**src/rtl/mtdl_pkg.sv**
```systemverilog
// ----------------------------------------------------------------------------
// mtdl_pkg
// Shared types, widths and constants of the multi-tap delay line.
// ----------------------------------------------------------------------------
package mtdl_pkg;

  // store geometry and tap count
  localparam int BUF_SIZE  = 4096;
  localparam int NUM_TAPS  = 4;
  localparam int TAP_SLOTS = 4;
  localparam int ADDR_W    = $clog2(BUF_SIZE);
  localparam int TAP_W     = (NUM_TAPS > 1) ? $clog2(NUM_TAPS) : 1;
  localparam int SLOT_W    = $clog2(TAP_SLOTS);

  // field widths and arithmetic
  localparam int SAMPLE_W   = 16;
  localparam int GAIN_W     = 16;
  localparam int DELAY_W    = 12;
  localparam int PROD_W     = SAMPLE_W + GAIN_W;
  localparam int ACC_W      = PROD_W + 2;
  localparam int GAIN_SHIFT = 14;
  localparam int QUOT_W     = ACC_W - GAIN_SHIFT;

  // register port
  localparam int REG_IDX_W = 3;
  localparam int PADDR_W   = REG_IDX_W + 2;
  localparam int PDATA_W   = 32;

  // register map: delays first, then gains
  localparam logic [REG_IDX_W-1:0] REG_DELAY_BASE = 3'd0;
  localparam logic [REG_IDX_W-1:0] REG_GAIN_BASE  = 3'd4;

  // input word
  typedef struct packed {
    logic signed [SAMPLE_W-1:0] sample_in;
    logic                       block_end_in;
  } in_t;

  // result word
  typedef struct packed {
    logic signed [SAMPLE_W-1:0] left_out;
    logic signed [SAMPLE_W-1:0] right_out;
    logic                       block_end_out;
  } out_t;

  // tap settings
  typedef struct packed {
    logic [TAP_SLOTS-1:0][DELAY_W-1:0] delay;
    logic [TAP_SLOTS-1:0][GAIN_W-1:0]  gain;
  } cfg_t;

  // controller to datapath commands
  typedef struct packed {
    logic             in_load;
    logic             wr_en;
    logic             acc_clr;
    logic             rd_en;
    logic [TAP_W-1:0] tap_idx;
    logic             out_load;
  } ctrl_cmd_t;

  // datapath to controller status
  typedef struct packed {
    logic out_free;
  } ctrl_sts_t;

  // delays that do not fit the store act as zero
  function automatic logic [ADDR_W-1:0] eff_delay(input logic [DELAY_W-1:0] d);
    logic [31:0] dw;
    dw = 32'(d);
    if (dw >= 32'(BUF_SIZE)) begin
      return '0;
    end
    return dw[ADDR_W-1:0];
  endfunction

endpackage

```
**src/rtl/mtdl_regs.sv**
```systemverilog
// ----------------------------------------------------------------------------
// mtdl_regs
// Tap delay and gain registers behind the APB-style write/read port.
// ----------------------------------------------------------------------------
module mtdl_regs (
  input  logic                            clk,
  input  logic                            rst_n,
  input  logic                            psel,
  input  logic                            penable,
  input  logic                            pwrite,
  input  logic [mtdl_pkg::PADDR_W-1:0]    paddr,
  input  logic [mtdl_pkg::PDATA_W-1:0]    pwdata,
  output logic [mtdl_pkg::PDATA_W-1:0]    prdata,
  output logic                            pready,
  output mtdl_pkg::cfg_t                  cfg
);
  import mtdl_pkg::*;

  cfg_t                 cfg_r;
  logic [REG_IDX_W-1:0] idx;
  logic [REG_IDX_W-1:0] gain_off;
  logic                 wr_stb;

  assign idx      = paddr[PADDR_W-1:2];
  assign gain_off = idx - REG_GAIN_BASE;
  assign wr_stb   = psel & penable & pwrite & pready;
  assign pready   = 1'b1;

  // register writes
  always_ff @(posedge clk) begin
    if (!rst_n) begin
      cfg_r <= '0;
    end else if (wr_stb) begin
      if (idx < REG_GAIN_BASE) begin
        cfg_r.delay[SLOT_W'(idx - REG_DELAY_BASE)] <= pwdata[DELAY_W-1:0];
      end else begin
        cfg_r.gain[SLOT_W'(gain_off)] <= pwdata[GAIN_W-1:0];
      end
    end
  end

  // read back, gains sign extended
  always_comb begin
    if (idx < REG_GAIN_BASE) begin
      prdata = PDATA_W'(cfg_r.delay[SLOT_W'(idx - REG_DELAY_BASE)]);
    end else begin
      prdata = PDATA_W'($signed(cfg_r.gain[SLOT_W'(gain_off)]));
    end
  end

  assign cfg = cfg_r;

endmodule

```
**config.mk**
```make
export PLATFORM = sky130hd
export DESIGN_NAME = mtdl_regs
export DESIGN_NICKNAME = d
export VERILOG_FILES = /design/src/rtl/mtdl_pkg.sv /design/src/rtl/mtdl_regs.sv
export SDC_FILE = /design/constraint.sdc
export NUM_CORES = 1
export LEC_CHECK = 0
export ABC_AREA = 0
export BUFFER_PORTS_ARGS = -buffer_cell sky130_fd_sc_hd__buf_2
export CAP_MARGIN = 20
export CORE_ASPECT_RATIO = 1.1
export CORE_MARGIN = 8
export CORE_UTILIZATION = 45
export CTS_CLUSTER_SIZE = 14
export DETAILED_ROUTE_END_ITERATION = 16
export MAX_ROUTING_LAYER = met4
export PLACE_DENSITY = 0.75
export SLEW_MARGIN = 40
export SYNTH_ARGS = -nofsm -noshare
export SYNTH_HDL_FRONTEND = slang
export SYNTH_SLANG_ARGS = --single-unit
```
**constraint.sdc**
```tcl
create_clock -name clk -period 1.85 [get_ports clk]
set_input_delay 0.0925 -clock clk [delete_from_list [all_inputs] [get_ports clk]]
set_output_delay 0.0925 -clock clk [all_outputs]
set_load 0.02 [all_outputs]
```
# == After elaboration in Yosys (flattened, before gate mapping) ==
# Index checks and enable logic that the tools add are counted.
# op_classes
n_reduce_logical,4
add_sub_neg,1
muxes,11
magnitude_cmp,5
bitwise,3
# ops
op,n
$bwmux 64,1
$bwmux 48,1
$bmux 16 s2,1
$demux 16 s2,1
$mux 16,2
$mux 32,1
$bmux 12 s2,1
$demux 12 s2,1
$mux 12,2
$lt 2x3->1 const B,2
$ge 2x1->1 const B,2
$reduce_and 2->1,2
$lt 3x3->1 const B,1
$and 1x1->1,2
$logic_and 1x1->1,2
$sub 2x1->2 const B,1
$not 1->1,1
# totals
out_inout_bits,145
register_bits,112
word_cells,32
in_bits,42

# == Depth between registers and ports, before layout ==
# depth
word_depth,6
mapped_depth,6
depth_no_buf,3

# == Worst setup path after synthesis ==
# Ideal clock, no wire load.
# synth_path
kind,input port to output port
start,input paddr[2] in the netlist's numbering
end,output prdata[16] in the netlist's numbering
arrival_ns,1.506
path_buffers,3
t_required_ns,1.757
path_slack_ns,0.252
cell_stages,5
cell_sequence,buf_4 > buf_4 > mux4_2 > and2_1 > buf_4
# synth_between
elab_chain_cells,4
elab_cells_between_ends,5
classes_between,add/sub: 1; order compare: 1; mux: 3
# synth_lines
element,line,text
start: declaration,mtdl_regs.sv:11,"input logic [mtdl_pkg::PADDR_W-1:0] paddr,"
$sub 2x1->2,mtdl_regs.sv:25,assign gain_off = idx - REG_GAIN_BASE;
$bmux 16 s2,mtdl_regs.sv:47,prdata = PDATA_W'($signed(cfg_r.gain[SLOT_W'(gain_off)]));
$mux 16 (not written as such),mtdl_regs.sv:47,
$mux 32 (*),mtdl_regs.sv:44,if (idx < REG_GAIN_BASE) begin
end: declaration,mtdl_regs.sv:13,"output logic [mtdl_pkg::PDATA_W-1:0] prdata,"
# Mark *: on every way between the ends. The rest lies on a longest branch, timed or not. The select of a mux whose other input is x is not followed.

# == Worst setup path after layout ==
# layout_path
start,register cfg_r (netlist bit cfg[15])
end,output prdata[28] in the netlist's numbering
# layout_between
elab_chain_cells,3
# layout_lines
element,line,text
start: declaration,mtdl_regs.sv:19,cfg_t cfg_r;
$bmux 16 s2,mtdl_regs.sv:47,
$mux 16 (not written as such),mtdl_regs.sv:47,
$mux 32,mtdl_regs.sv:44,
# Every way passes these cells. The select of a mux whose other input is x is not followed.

==> results.md <==
* Critical-path top delay cell: mux4_2
* CP required at 1.76 ns
* DRC Markers at 0
* IO Port Bufs at 167
* Dpl cells at 748
* Clk slew on worst S/H paths at 0.07 ns
* Setup Skew at 0 ns
* Hpwl dp at 10650 microns
* Area after DPL at 6018 sq um
* Resized Gates After CTS at 0
* CTS Buffer Depth at 2
* Post-synth EDFFs at 0
* VDD IR-drop max at 0.0004102 V
* GRT Overall Usage at 0.1945
* Design Area, Final at 6314 sq um
* Leading area contributor after synthesis: dfxtp_1
* Total Nets Final at 654
* Pin count of the biggest net entering global routing at 44
* Core area at 10960 sq um
* Most instantiated cells after synthesis: 129 x nand2_1, 112 x dfxtp_1, 112 x mux2i_1
* Cts hold-fix bufs at 0
* Sequential fraction of the synthesis area at 0.4414
* Clk sinks at 112
* Initial antenna violation count at 1
* Top delay family on crit path: multiplexers
* Wire length of the first global-routing pass at 22710 microns
* Starting Density at 0.4635
* Pwr Density at 739.1 nW/um^2
* Critical path cell sequence: mux4_2 > and2_1 > buf_2
* Layout cells sized above 1 at 0.4149
* Seq cells post-synth at 112
* Synth Cell Area at 5080 sq um
* Fin crit share at 0.9351
* Critical path fanouts, max at 17
* WS Path Type: register to output pin
* CP Launch Type: register
* Synth unique cells at 21
* Via Count at 3963
* Tmin final at 1.730 ns
* Count leader, synth: nand2_1
* WL final at 14590 microns
* Worst setup EP type: output pin
* Yosys top cell area share at 0.4414
* Clock root cell: clkbuf_16
* WL/cell at 19.07 microns
* Router iterations before antenna repair at 5
* ANT nets after route at 0
* RSZ-0062 raised after global routing: false
* # Max-Cap Violations at 0
* Die Span Y at 127.4 microns
* Setup violations, final at 0
* Worst-Skew Late Latency at 0.34 ns
* Top FF cell, synth: dfxtp_1
* Critical path's largest stage delay at 0.45 ns
* Final Non-Filler Cells at 765
* Vias in the first global route at 4128
* Slew Limit Fails at 0
* Routability congestion estimate at 0.7976
* Main area contributors after synthesis: dfxtp_1 44%, mux2i_1 22%, mux4_2 12%
* Largest register FFs at 112
* Die ar. at 14950 sq um
* Synth-to-layout area growth at 24.29%
* Worst Path Buf+Inv at 1
* Post-CTS Setup Inserts at 0
* Htree depth at 3
* Hold crit path type: input pin to register
* 1st-iter DRT viols at 224
* Crit path DAT at 1.64 ns
* LEAKAGE at 2.923 nW
* Setup TNS at 0 ns
* Total power at 4.666 mW
* Vias per cell at 5.180
* Post-synthesis cell count at 460
* Post-Syn Nets at 502
* FMAX at 0.5780 GHz
* # rows at 40
* Synth async-reset ratio at 0
* Warnings, synthesis at 0
* Final core utilization at 0.5760
* Hold Vio Cnt, Final at 0
* Mean post-synth cell area at 11.04 sq um
* Outcome: finished, final reports clean
* DIE WIDTH at 117.3 microns
* Total CTS buffers at 9
* TritonCTS clock tree: yes
* IO Count at 187
* Grt ovf at 0
==> report_power, final <==
| part | total [mW] | leakage (nW) | internal [mW] | switching [mW] |
|---|---|---|---|---|
| logic | 0.335 | 1.88 | 0.124 | 0.210 |
| registers | 2.44 | 0.903 | 2.43 | 0.0142 |
| clock network | 1.89 | 0.145 | 1.03 | 0.865 |
==> layer usage <==
metal | up-vias | GRT usage | wire, microns
li1 | 1890 | - | -
met1 | 1934 | 0.2157 | 6095
met2 | 127 | 0.3321 | 7464
met3 | 12 | 0.05286 | 861
met4 | 0 | 0.06799 | 171
met5 | - | - | 0
==> placed cells by master, fill, tap and decap left out, types with 2 or more instances in the layout <==
cell	instances
dfxtp_1	112
mux2i_1	112
nand2_1	129
clkbuf_8	3
buf_2	166
buf_12	4
mux4_2	28
nor2_2	4
and2_1	4
mux2_2	12
clkinv_2	2
clkbuf_16	9
nor3_4	2
buf_4	21
==> path summary, 6_finish.rpt <==
check	start	cells past startpoint	slack, ns	to
min reg2reg	cfg[48]	2	0.47	cfg[48]
min	pwdata[13]	3	0.07	cfg[13]
max	cfg[15]	3	0.12	prdata[28]
max reg2reg	cfg[111]	2	1.14	cfg[111]
==> per-stage QoR <==
| stage | setup WS [ns] | hold WS, ns |
|---|---|---|
| floorplan | 0.2518 | 0.3005 |
| global placement | 0.3028 | 0.4122 |
| detailed placement | 0.2625 | 0.4300 |
| CTS | 0.1056 | 0.06953 |
| global route | 0.03062 | 0.09068 |
| finish | 0.1200 | 0.07116 |
==> worst register-to-register path: stages, from the launching register on <==
cell     delay, ns
dfxtp_1       0.38
nand2_1       0.08
mux2i_1       0.17
==> cell type report <==
type / count / area, sq um
tap: 147 / 183.9
timing repair buffer: 191 / 1069
multi-input combinational: 298 / 2524
clock inverter: 4 / 26.28
antenna: 1 / 2.502
sequential: 112 / 2242
clock buffer: 12 / 266.5
fill: 932 / 4647
==> kinds of logic (layout without fill, tap and decap cells) <==
group / count (synthesis) / after routing / share of synthesized area
and+or+nand+nor: 145 / 145 / 0.1212
DFF: 112 / 112 / 0.4414
buffers and inverters: 50 / 207 / 0.06527
other: 1 / 2 / 0.0007382
muxes: 152 / 152 / 0.3714
No activity file was read; power rests on OpenSTA's default activity.
