===== src/rtl/mtdl_pkg.sv =====
// ----------------------------------------------------------------------------
// mtdl_pkg
// Shared types, widths and constants of the multi-tap delay line.
// ----------------------------------------------------------------------------
package mtdl_pkg;

  // store geometry and tap count
  localparam int BUF_SIZE  = 4096;
  localparam int NUM_TAPS  = 4;
  localparam int TAP_SLOTS = 4;
  localparam int ADDR_W    = $clog2(BUF_SIZE);
  localparam int TAP_W     = (NUM_TAPS > 1) ? $clog2(NUM_TAPS) : 1;
  localparam int SLOT_W    = $clog2(TAP_SLOTS);

  // field widths and arithmetic
  localparam int SAMPLE_W   = 16;
  localparam int GAIN_W     = 16;
  localparam int DELAY_W    = 12;
  localparam int PROD_W     = SAMPLE_W + GAIN_W;
  localparam int ACC_W      = PROD_W + 2;
  localparam int GAIN_SHIFT = 14;
  localparam int QUOT_W     = ACC_W - GAIN_SHIFT;

  // register port
  localparam int REG_IDX_W = 3;
  localparam int PADDR_W   = REG_IDX_W + 2;
  localparam int PDATA_W   = 32;

  // register map: delays first, then gains
  localparam logic [REG_IDX_W-1:0] REG_DELAY_BASE = 3'd0;
  localparam logic [REG_IDX_W-1:0] REG_GAIN_BASE  = 3'd4;

  // input word
  typedef struct packed {
    logic signed [SAMPLE_W-1:0] sample_in;
    logic                       block_end_in;
  } in_t;

  // result word
  typedef struct packed {
    logic signed [SAMPLE_W-1:0] left_out;
    logic signed [SAMPLE_W-1:0] right_out;
    logic                       block_end_out;
  } out_t;

  // tap settings
  typedef struct packed {
    logic [TAP_SLOTS-1:0][DELAY_W-1:0] delay;
    logic [TAP_SLOTS-1:0][GAIN_W-1:0]  gain;
  } cfg_t;

  // controller to datapath commands
  typedef struct packed {
    logic             in_load;
    logic             wr_en;
    logic             acc_clr;
    logic             rd_en;
    logic [TAP_W-1:0] tap_idx;
    logic             out_load;
  } ctrl_cmd_t;

  // datapath to controller status
  typedef struct packed {
    logic out_free;
  } ctrl_sts_t;

  // delays that do not fit the store act as zero
  function automatic logic [ADDR_W-1:0] eff_delay(input logic [DELAY_W-1:0] d);
    logic [31:0] dw;
    dw = 32'(d);
    if (dw >= 32'(BUF_SIZE)) begin
      return '0;
    end
    return dw[ADDR_W-1:0];
  endfunction

endpackage


===== src/rtl/mtdl_ctrl.sv =====
// ----------------------------------------------------------------------------
// mtdl_ctrl
// Sequencer: store the word, read the taps, drain the MAC, hand off result.
// ----------------------------------------------------------------------------
module mtdl_ctrl (
  input  logic                  clk,
  input  logic                  rst_n,
  input  logic                  in_valid,
  output logic                  in_ready,
  input  mtdl_pkg::ctrl_sts_t   sts,
  output mtdl_pkg::ctrl_cmd_t   cmd
);
  import mtdl_pkg::*;

  typedef enum logic [5:0] {
    ST_IDLE   = 6'b000001,
    ST_WRITE  = 6'b000010,
    ST_READ   = 6'b000100,
    ST_DRAIN1 = 6'b001000,
    ST_DRAIN2 = 6'b010000,
    ST_OUT    = 6'b100000
  } state_t;

  state_t           state_r, state_nxt;
  logic [TAP_W-1:0] tap_r, tap_nxt;

  // state and tap counter
  always_ff @(posedge clk) begin
    if (!rst_n) begin
      state_r <= ST_IDLE;
      tap_r   <= '0;
    end else begin
      state_r <= state_nxt;
      tap_r   <= tap_nxt;
    end
  end

  assign in_ready = (state_r == ST_IDLE);

  // next state and commands
  always_comb begin
    state_nxt   = state_r;
    tap_nxt     = tap_r;
    cmd         = '0;
    cmd.tap_idx = tap_r;
    case (state_r)
      ST_IDLE: begin
        if (in_valid) begin
          cmd.in_load = 1'b1;
          state_nxt   = ST_WRITE;
        end
      end
      ST_WRITE: begin
        cmd.wr_en   = 1'b1;
        cmd.acc_clr = 1'b1;
        tap_nxt     = '0;
        state_nxt   = ST_READ;
      end
      ST_READ: begin
        cmd.rd_en = 1'b1;
        if (tap_r == TAP_W'(NUM_TAPS - 1)) begin
          state_nxt = ST_DRAIN1;
        end else begin
          tap_nxt = tap_r + 1'b1;
        end
      end
      ST_DRAIN1: begin
        state_nxt = ST_DRAIN2;
      end
      ST_DRAIN2: begin
        state_nxt = ST_OUT;
      end
      ST_OUT: begin
        if (sts.out_free) begin
          cmd.out_load = 1'b1;
          state_nxt    = ST_IDLE;
        end
      end
      default: begin
        state_nxt = ST_IDLE;
      end
    endcase
  end

endmodule


===== config.mk =====
export PLATFORM = sky130hd
export DESIGN_NAME = mtdl_ctrl
export DESIGN_NICKNAME = d
export VERILOG_FILES = /design/src/rtl/mtdl_pkg.sv /design/src/rtl/mtdl_ctrl.sv
export SDC_FILE = /design/constraint.sdc
export NUM_CORES = 1
export LEC_CHECK = 0
export ABC_CLOCK_PERIOD_IN_PS = 4800
export BUFFER_PORTS_ARGS = -buffer_cell sky130_fd_sc_hd__clkbuf_2
export CELL_PAD_IN_SITES_DETAIL_PLACEMENT = 1
export CELL_PAD_IN_SITES_GLOBAL_PLACEMENT = 1
export CORE_MARGIN = 5
export CORE_UTILIZATION = 30
export CTS_CLUSTER_DIAMETER = 100
export DETAILED_ROUTE_END_ITERATION = 8
export HOLD_SLACK_MARGIN = 0.15
export PLACE_DENSITY = 0.73
export SETUP_SLACK_MARGIN = 0.1
export SYNTH_ARGS = -nofsm -noshare
export SYNTH_HDL_FRONTEND = slang
export SYNTH_SLANG_ARGS = --single-unit

===== constraint.sdc =====
create_clock -name clk -period 4.8 [get_ports clk]
set_clock_uncertainty 0.1 [all_clocks]
set_input_delay 0.24 -clock clk [delete_from_list [all_inputs] [get_ports clk]]
set_output_delay 0.24 -clock clk [all_outputs]
set_load 0.03 [all_outputs]

# [Word-level counts from Yosys, hierarchy flattened]
# Index checks and enable logic that the tools add are counted.
[word_totals] regBits=8 out_inout_bits=8
[op_classes] n_mux=12 n_eq_ne=11 n_reduce_logical=3 addsub=1
[op_table] operator="6-bit case mux with 6 select lines" n=1
[op_table] operator="6-bit 2-to-1 mux" n=3
[op_table] operator="2-bit != test, second input constant" n=4
[op_table] operator="6-bit by 1-bit == test with 1-bit output, second input constant" n=1
[op_table] operator="6-bit by 2-bit == test with 1-bit output, second input constant" n=1
[op_table] operator="6-bit by 3-bit == test with 1-bit output, second input constant" n=1
[op_table] operator="6-bit by 4-bit == test with 1-bit output, second input constant" n=1
[op_table] operator="6-bit by 5-bit == test with 1-bit output, second input constant" n=1
[op_table] operator="6-bit == test, second input constant" n=1
[op_table] operator="1-bit 2-to-1 mux" n=5
[op_table] operator="2-bit 2-to-1 mux" n=2
[op_table] operator="2-bit case mux with 2 select lines" n=1
[op_table] operator="3-bit AND reduction" n=1
[op_table] operator="2-bit by 1-bit adder with 2-bit output, second input constant" n=1
[op_table] operator="2-bit == test, second input constant" n=1
[op_table] operator="2-bit AND reduction" n=1
[op_table] operator="2-bit nonzero test" n=1

# [Longest topological paths before layout]
# Gate-level depths: netlist (run 1).
[logic_depth] depth_word=3 ltp_mapped=5

# [Worst setup path before layout (run 1)]
# OpenSTA, ideal clock, no wires.
[synth_path] path_type="register to output" from="reg state_r[5]" to="out cmd[6] in the netlist's numbering" slack_ns=2.671 stages_incl_launch_ff=5 required_time_ns=4.460 arrival_ns=1.789 cell_sequence="dfxtp_1 -> clkbuf_1 -> or4_1 -> nor3b_2 -> and2_1"
[synth_lines] item="start: declaration" line="mtdl_ctrl.sv:24" text="state_t state_r, state_nxt;"
[synth_lines] item="start signal: assignment" line="mtdl_ctrl.sv:33" text="state_r <= state_nxt;"
[synth_lines] item="end: declaration" line="mtdl_ctrl.sv:11" text="output mtdl_pkg::ctrl_cmd_t cmd"

==> qor.csv, run 1 <==
metric,value,unit
Crit-path slowest cell,or4_1,
Power Density,296,nW/µm²
CTS root buf,clkbuf_4,
Post-Synth Adder-Cell Area,0.0277,
RSZ-0062 raised after global routing,false,
Worst-path clk slew,0.06,ns
final setup fails,0,
LEAKAGE,0.000234,µW
# port buffers,11,
starting density of the core,0.307,
cell area after placement,508,µm²
Post-Layout Cell Count,79,
DRC viols,0,
antenna-violating nets left,0,
Post-Synth Simple-Gate Area,0.380,
Yosys warning count,0,
"top cells by count, synth","8 x dfxtp_1, 4 x a21oi_1, 4 x inv_1",
post-synthesis mux area share,0.0222,
#FFs+latches synth,8,
syn avg cell area,8.86,µm²
register area share after synthesis,0.355,
number of clock sinks,8,
H-tree levels,1,
CP Cell Sequence,or4_1 -> or3b_1 -> inv_1 -> clkbuf_2,
post-synth top area cell,dfxtp_1,
crit path time final,2.33,ns
Comb pwr share,0.208,
synthesized instance count,51,
Clock power frac,0.333,
HPWL reported at the end of detailed placement,848,µm
via count,416,
die area,2380,µm²
Switching Fraction,0.305,
Antenna Cells,0,
post-DR wirelength/cell,14.6,µm
"Design Area, Final",541,µm²
vias in the first global route,451,
CP top delay family,simple AND/OR/NAND/NOR gates,
Synth Area in Compound Gates,0.122,
Inst Count DP,75,
fin crit share,0.485,
crit path max fanout,8,
routability cong.,0.746,
DIE WIDTH,48.8,µm
worst min-delay path class,input port to flip-flop,
Net Sw Power,48.8,µW
leading cell type by number of instances after synthesis,dfxtp_1,
DR iter-0 viols,5,
critical path type,flip-flop to primary output,
Achievable Freq,430,MHz
"EDFF count, synth",0,
Flop pwr share,0.459,
Fin Setup TNS,0,ns
Overflow after GRT,0,
Worst setup EP type,primary output,
Peak VDD IR,0.124,mV
I/O pin count,12,
initial antenna violation count,0,
Slew headroom,0.731,
multi-input logic area,258,µm²
CP bufs+invs,2,
fraction of layout cells with a size suffix above 1,0.286,
Final Hold Fails,0,
post-synthesis net count,56,
first-pass GRT wire length,1990,µm
Detailed Routing Iterations Pass 1,2,
clock buffer depth,2,
Routed WL,1150,µm
Max-Cap Viols,0,
ys async rst share,0,
status,finished clean,
largest cells by area after synthesis,"dfxtp_1 35%, a21oi_1 4.4%, nand2b_1 4.2%",
"Req. time, crit path",4.46,ns
Main synth FF type,dfxtp_1,
largest net degree at the start of global routing,11,
Area Overhead vs Synth,19.7,%
mean number of vias per cell,5.27,
Internal,111,µW
fin. max-slew vios,0,
Post-Synthesis Cell Area,452,µm²
Critical Path AT,1.99,ns
GRT Total Usage,0.109,
total CTS buffers,3,
worst slew pin tran,0.397,ns
max incr delay on CP,0.58,ns
worst skew pair latency,0.26,ns
count of cell types in the netlist,28,
row count,14,
CTS tree,yes,
Yosys top cell area share,0.355,
largest family of logic cells by synthesized area,simple AND/OR/NAND/NOR gates,
die height,48.8,µm
Post-Synth XOR/XNOR Area,0.0194,
final net count,70,
Setup crit start kind,flip-flop,
fillers,190,
cts repair resizes,0,
core box area,1470,µm²
FF+latch area,160,µm²
Post-CTS Setup Bufs,0,
-- logic make-up after synthesis --
group           after synthesis
buf+inv                       7
fa+ha+maj                     1
flops                         8
simple gates                 24
mux                           1
compound gates                9
xor+xnor                      1
-- cell type report --
| type | count | share of cell area |
|---|---|---|
| flip-flops and latches | 8 | 0.296 |
| inverters | 4 | 0.0278 |
| clock buffers | 3 | 0.0417 |
| well taps | 16 | 0.0370 |
| multi-input cells | 36 | 0.477 |
| repair buffers | 12 | 0.120 |
-- registers in the layout, summed over array words and instances (netlist names) --
register / count
state_r: 6
tap_r: 2
-- worst register-to-register path, cell delays in order, from the launching register on --
cell and delay, ns:
dfxtp_1 0.37, or4_4 0.58, or4b_4 0.53, nand3_1 0.11, a21oi_1 0.06
-- final timing paths --
check / from / end / slack [ns] / cells after the start
max: state_r[2] / cmd[4] / 2.47 / 4
min: rst_n / state_r[4] / 0.16 / 3
max reg2reg: state_r[4] / tap_r[1] / 2.93 / 4
min reg2reg: tap_r[1] / tap_r[1] / 0.40 / 2
-- routing by layer --
metal  vias to the layer above  GRT usage  wire, µm
met3                         0     0.0581        66
met2                        11      0.178       577
met1                       198      0.118       511
met5                         -          0         0
met4                         0     0.0404         0
li1                        207          -         -
-- power by group through the flow --
stage	Combinational, µW	Clock, µW	Sequential (µW)
after floorplan	25.4	0	73.7
after global placement	32.3	0	74.7
after detailed placement	32.9	0	74.8
after CTS	33.7	57.4	73.3
after global routing	36.2	61.6	73.8
final	33.2	53.4	73.5
-- layout by cell type (no fill, tap or decap), types with 2 or more instances in the layout --
cell type   n
a21oi_1     4
clkbuf_2   11
dfxtp_1     8
and4_1      2
nand3_1     2
inv_1       4
and3_1      2
clkbuf_4    3
nor2_1      3
nor4b_1     2
o21ai_0     2
nand2b_1    3
-- stage by stage --
stage / hold slack (ns) / power [µW] / worst slack (ns) / util
floorplan: 0.281 / 99.1 / 2.67 / -
global placement: 0.393 / 107 / 2.82 / 0.345
detailed placement: 0.386 / 108 / 2.76 / 0.345
CTS: 0.151 / 164 / 2.46 / 0.367
global route: 0.190 / 172 / 2.37 / 0.367
finish: 0.163 / 160 / 2.47 / 0.367
-- repair_timing --
item | 4_1_cts | 5_1_grt
setup endpoints to repair | 0 | 0
hold endpoints to repair | 1 | 0
hold buffers | 1 | 0
(Power assumes the default switching activity.)
==> run 2: changes to the inputs <==
- ABC_CLOCK_PERIOD_IN_PS: 4800 -> 2400
- clock period: 4.8 -> 2.4 ns (I/O delays scaled with it)
==> run 2 against run 1 <==
Worst setup slack got worse by 2.2 ns. Sequential share of layout area decreased by 1.2 points. First-iteration DRC count increased by 100%. Clock-buffer cell count unchanged. Design area increased by 4.2%. Utilization increased by 1.5 points. Largest power group unchanged. Highest routed layer unchanged.
==> qor.csv, run 2 (synthesis gave the netlist of run 1 again) <==
metric,value,unit,change
RSZ-0062 raised after global routing,false,,
fin crit share,0.904,,
Achievable Freq,461,MHz,
I/O pin count,12,,unchanged
hold endpoint,state_r[0],,
fin. max-slew vios,0,,unchanged
CP top delay family,simple AND/OR/NAND/NOR gates,,
starting density of the core,0.307,,unchanged
final setup fails,0,,unchanged
crit path time final,2.17,ns,
antenna-violating nets left,0,,unchanged
crit path max fanout,8,,unchanged
critical path type,flip-flop to primary output,,
LEAKAGE,0.000246,µW,+5.2%
max incr delay on CP,0.59,ns,about the same
reg2reg end,state_r[1],,
hold depth,4,,+1
final net count,72,,+2.9%
Detailed Routing Iterations Pass 1,2,,unchanged
Fin Setup TNS,0,ns,unchanged
routability cong.,0.746,,unchanged
H-tree levels,1,,unchanged
min-delay src,sts,,
Routed WL,1170,µm,+1.0%
worst skew pair latency,0.26,ns,about the same
Tot Pwr,326,µW,+100%
fraction of layout cells with a size suffix above 1,0.292,,+0.00659
largest net degree at the start of global routing,11,,unchanged
pre-CTS setup slack,0.475,ns,-2.28 ns
# port buffers,11,,unchanged
Critical Path AT,1.95,ns,-0.04 ns
Power Density,578,nW/µm²,+95%
vias in the first global route,460,,+2.0%
top flop regs,"state_r: 6 flops, tap_r: 2 flops",,
DRC viols,0,,unchanged
final setup margin,0.230,ns,-2.24 ns
CTS root buf,clkbuf_4,,
Max-Cap Viols,0,,unchanged
Setup crit start kind,flip-flop,,
"most common cell after layout, fill and taps aside",clkbuf_2,,
Peak VDD IR,0.249,mV,+100%
Post-Layout Cell Count,81,,+2.5%
FF-to-FF path depth,4,,unchanged
via count,423,,+1.7%
Antenna Cells,0,,unchanged
Area Overhead vs Synth,24.7,%,
max reg flops,6,,unchanged
Worst setup EP type,primary output,,
worst slew pin tran,0.397,ns,+0.00000441 ns
core box area,1470,µm²,unchanged
CTS tree,yes,,
Slew headroom,0.731,,about the same
Final Hold Fails,0,,unchanged
status,finished clean,,
die area,2380,µm²,unchanged
clock buffer depth,2,,unchanged
worst min-delay path class,input port to flip-flop,,
"Req. time, crit path",2.18,ns,-2.28 ns
DR iter-0 viols,10,,+5
number of clock sinks,8,,unchanged
mean number of vias per cell,5.22,,-0.83%
CP Cell Sequence,or4_1 -> or3b_4 -> inv_1 -> clkbuf_2,,
Reg-to-Reg Start,state_r[2],,
Inst Count DP,75,,unchanged
total CTS buffers,3,,unchanged
row count,14,,unchanged
initial antenna violation count,0,,unchanged
first-pass GRT wire length,2020,µm,+1.7%
Largest Register,state_r,,
Reg2Reg Setup Slack,0.34,ns,-2.59 ns
hold_ws,0.237,ns,+0.0735 ns
Worst-path clk slew,0.06,ns,about the same
post-DR wirelength/cell,14.4,µm,-1.5%
CP bufs+invs,2,,unchanged
Crit-path slowest cell,or4_1,,
DIE WIDTH,48.8,µm,unchanged
Overflow after GRT,0,,unchanged
die height,48.8,µm,unchanged
HPWL reported at the end of detailed placement,848,µm,unchanged
GRT Total Usage,0.110,,+0.00126
"commonest non-fill, non-tap cells in the layout","11 x clkbuf_2, 8 x dfxtp_1, 4 x inv_1, 4 x a21oi_1",,
run 2: cell count changes in the layout (fill, tap and decap cells not counted):
| cell | previous run | this run |
|---|---|---|
| or3b_4 | 0 | 1 |
| dlygate4sd3_1 | 1 | 3 |
| or3b_1 | 1 | 0 |
run 2: how the worst max path moves through the flow:
stage                          start         end  slack, ns  cells past startpoint
after floorplan           state_r[4]  state_r[3]       0.32                      3
after global routing      state_r[2]      cmd[5]       0.14                      4
final                     state_r[2]      cmd[4]       0.23                      4
after CTS                 state_r[2]      cmd[5]       0.18                      4
after global placement    state_r[2]      cmd[4]       0.54                      4
after detailed placement  state_r[2]      cmd[5]       0.48                      4
run 2: report_power, final:
group	switching, µW	internal, µW	total, µW	leakage [µW]
logic	39.7	30.8	70.5	0.000167
registers	9.25	138	147	0.0000649
clock network	50.4	57.5	108	0.0000138
total	99.4	226	326	0.000246
run 2: stage by stage:
step,utilization,area [µm²]
finish,0.383,563
global route,0.383,563
CTS,0.381,561
detailed placement,0.345,508
global placement,0.345,508
floorplan,-,452
run 2: worst reg2reg max path: stages (launching register included):
cell and delay [ns]:
dfxtp_1 0.36, or4_1 0.59, nor3b_2 0.25, and3_1 0.18
dlygate4sd3_1 0.53
run 2: metal layers:
metal | vias up | wire length, µm | track usage | share of wire
met5 | - | 0 | 0 | 0
met4 | 0 | 0 | 0.0404 | 0
met3 | 0 | 65 | 0.0581 | 0.056
met2 | 11 | 576 | 0.180 | 0.49
met1 | 201 | 524 | 0.119 | 0.45
li1 | 211 | - | - | -
run 2: what timing repair did:
| action | 4_1_cts | 5_1_grt |
|---|---|---|
| hold buffers | 3 | 0 |
| setup buffers | 0 | 0 |
| endpoints found under the hold margin | 7 | 0 |
| gates resized for setup | 0 | 1 |
| endpoints found under the setup margin | 0 | 2 |
run 2: area by class of cell:
class / instances / area (µm²)
Tap cell: 16 / 20.0
Multi-Input combinational cell: 36 / 260
Sequential cell: 8 / 160
Inverter: 4 / 15.0
Timing Repair Buffer: 14 / 85.1
Clock buffer: 3 / 22.5
Fill cell: 189 / 908
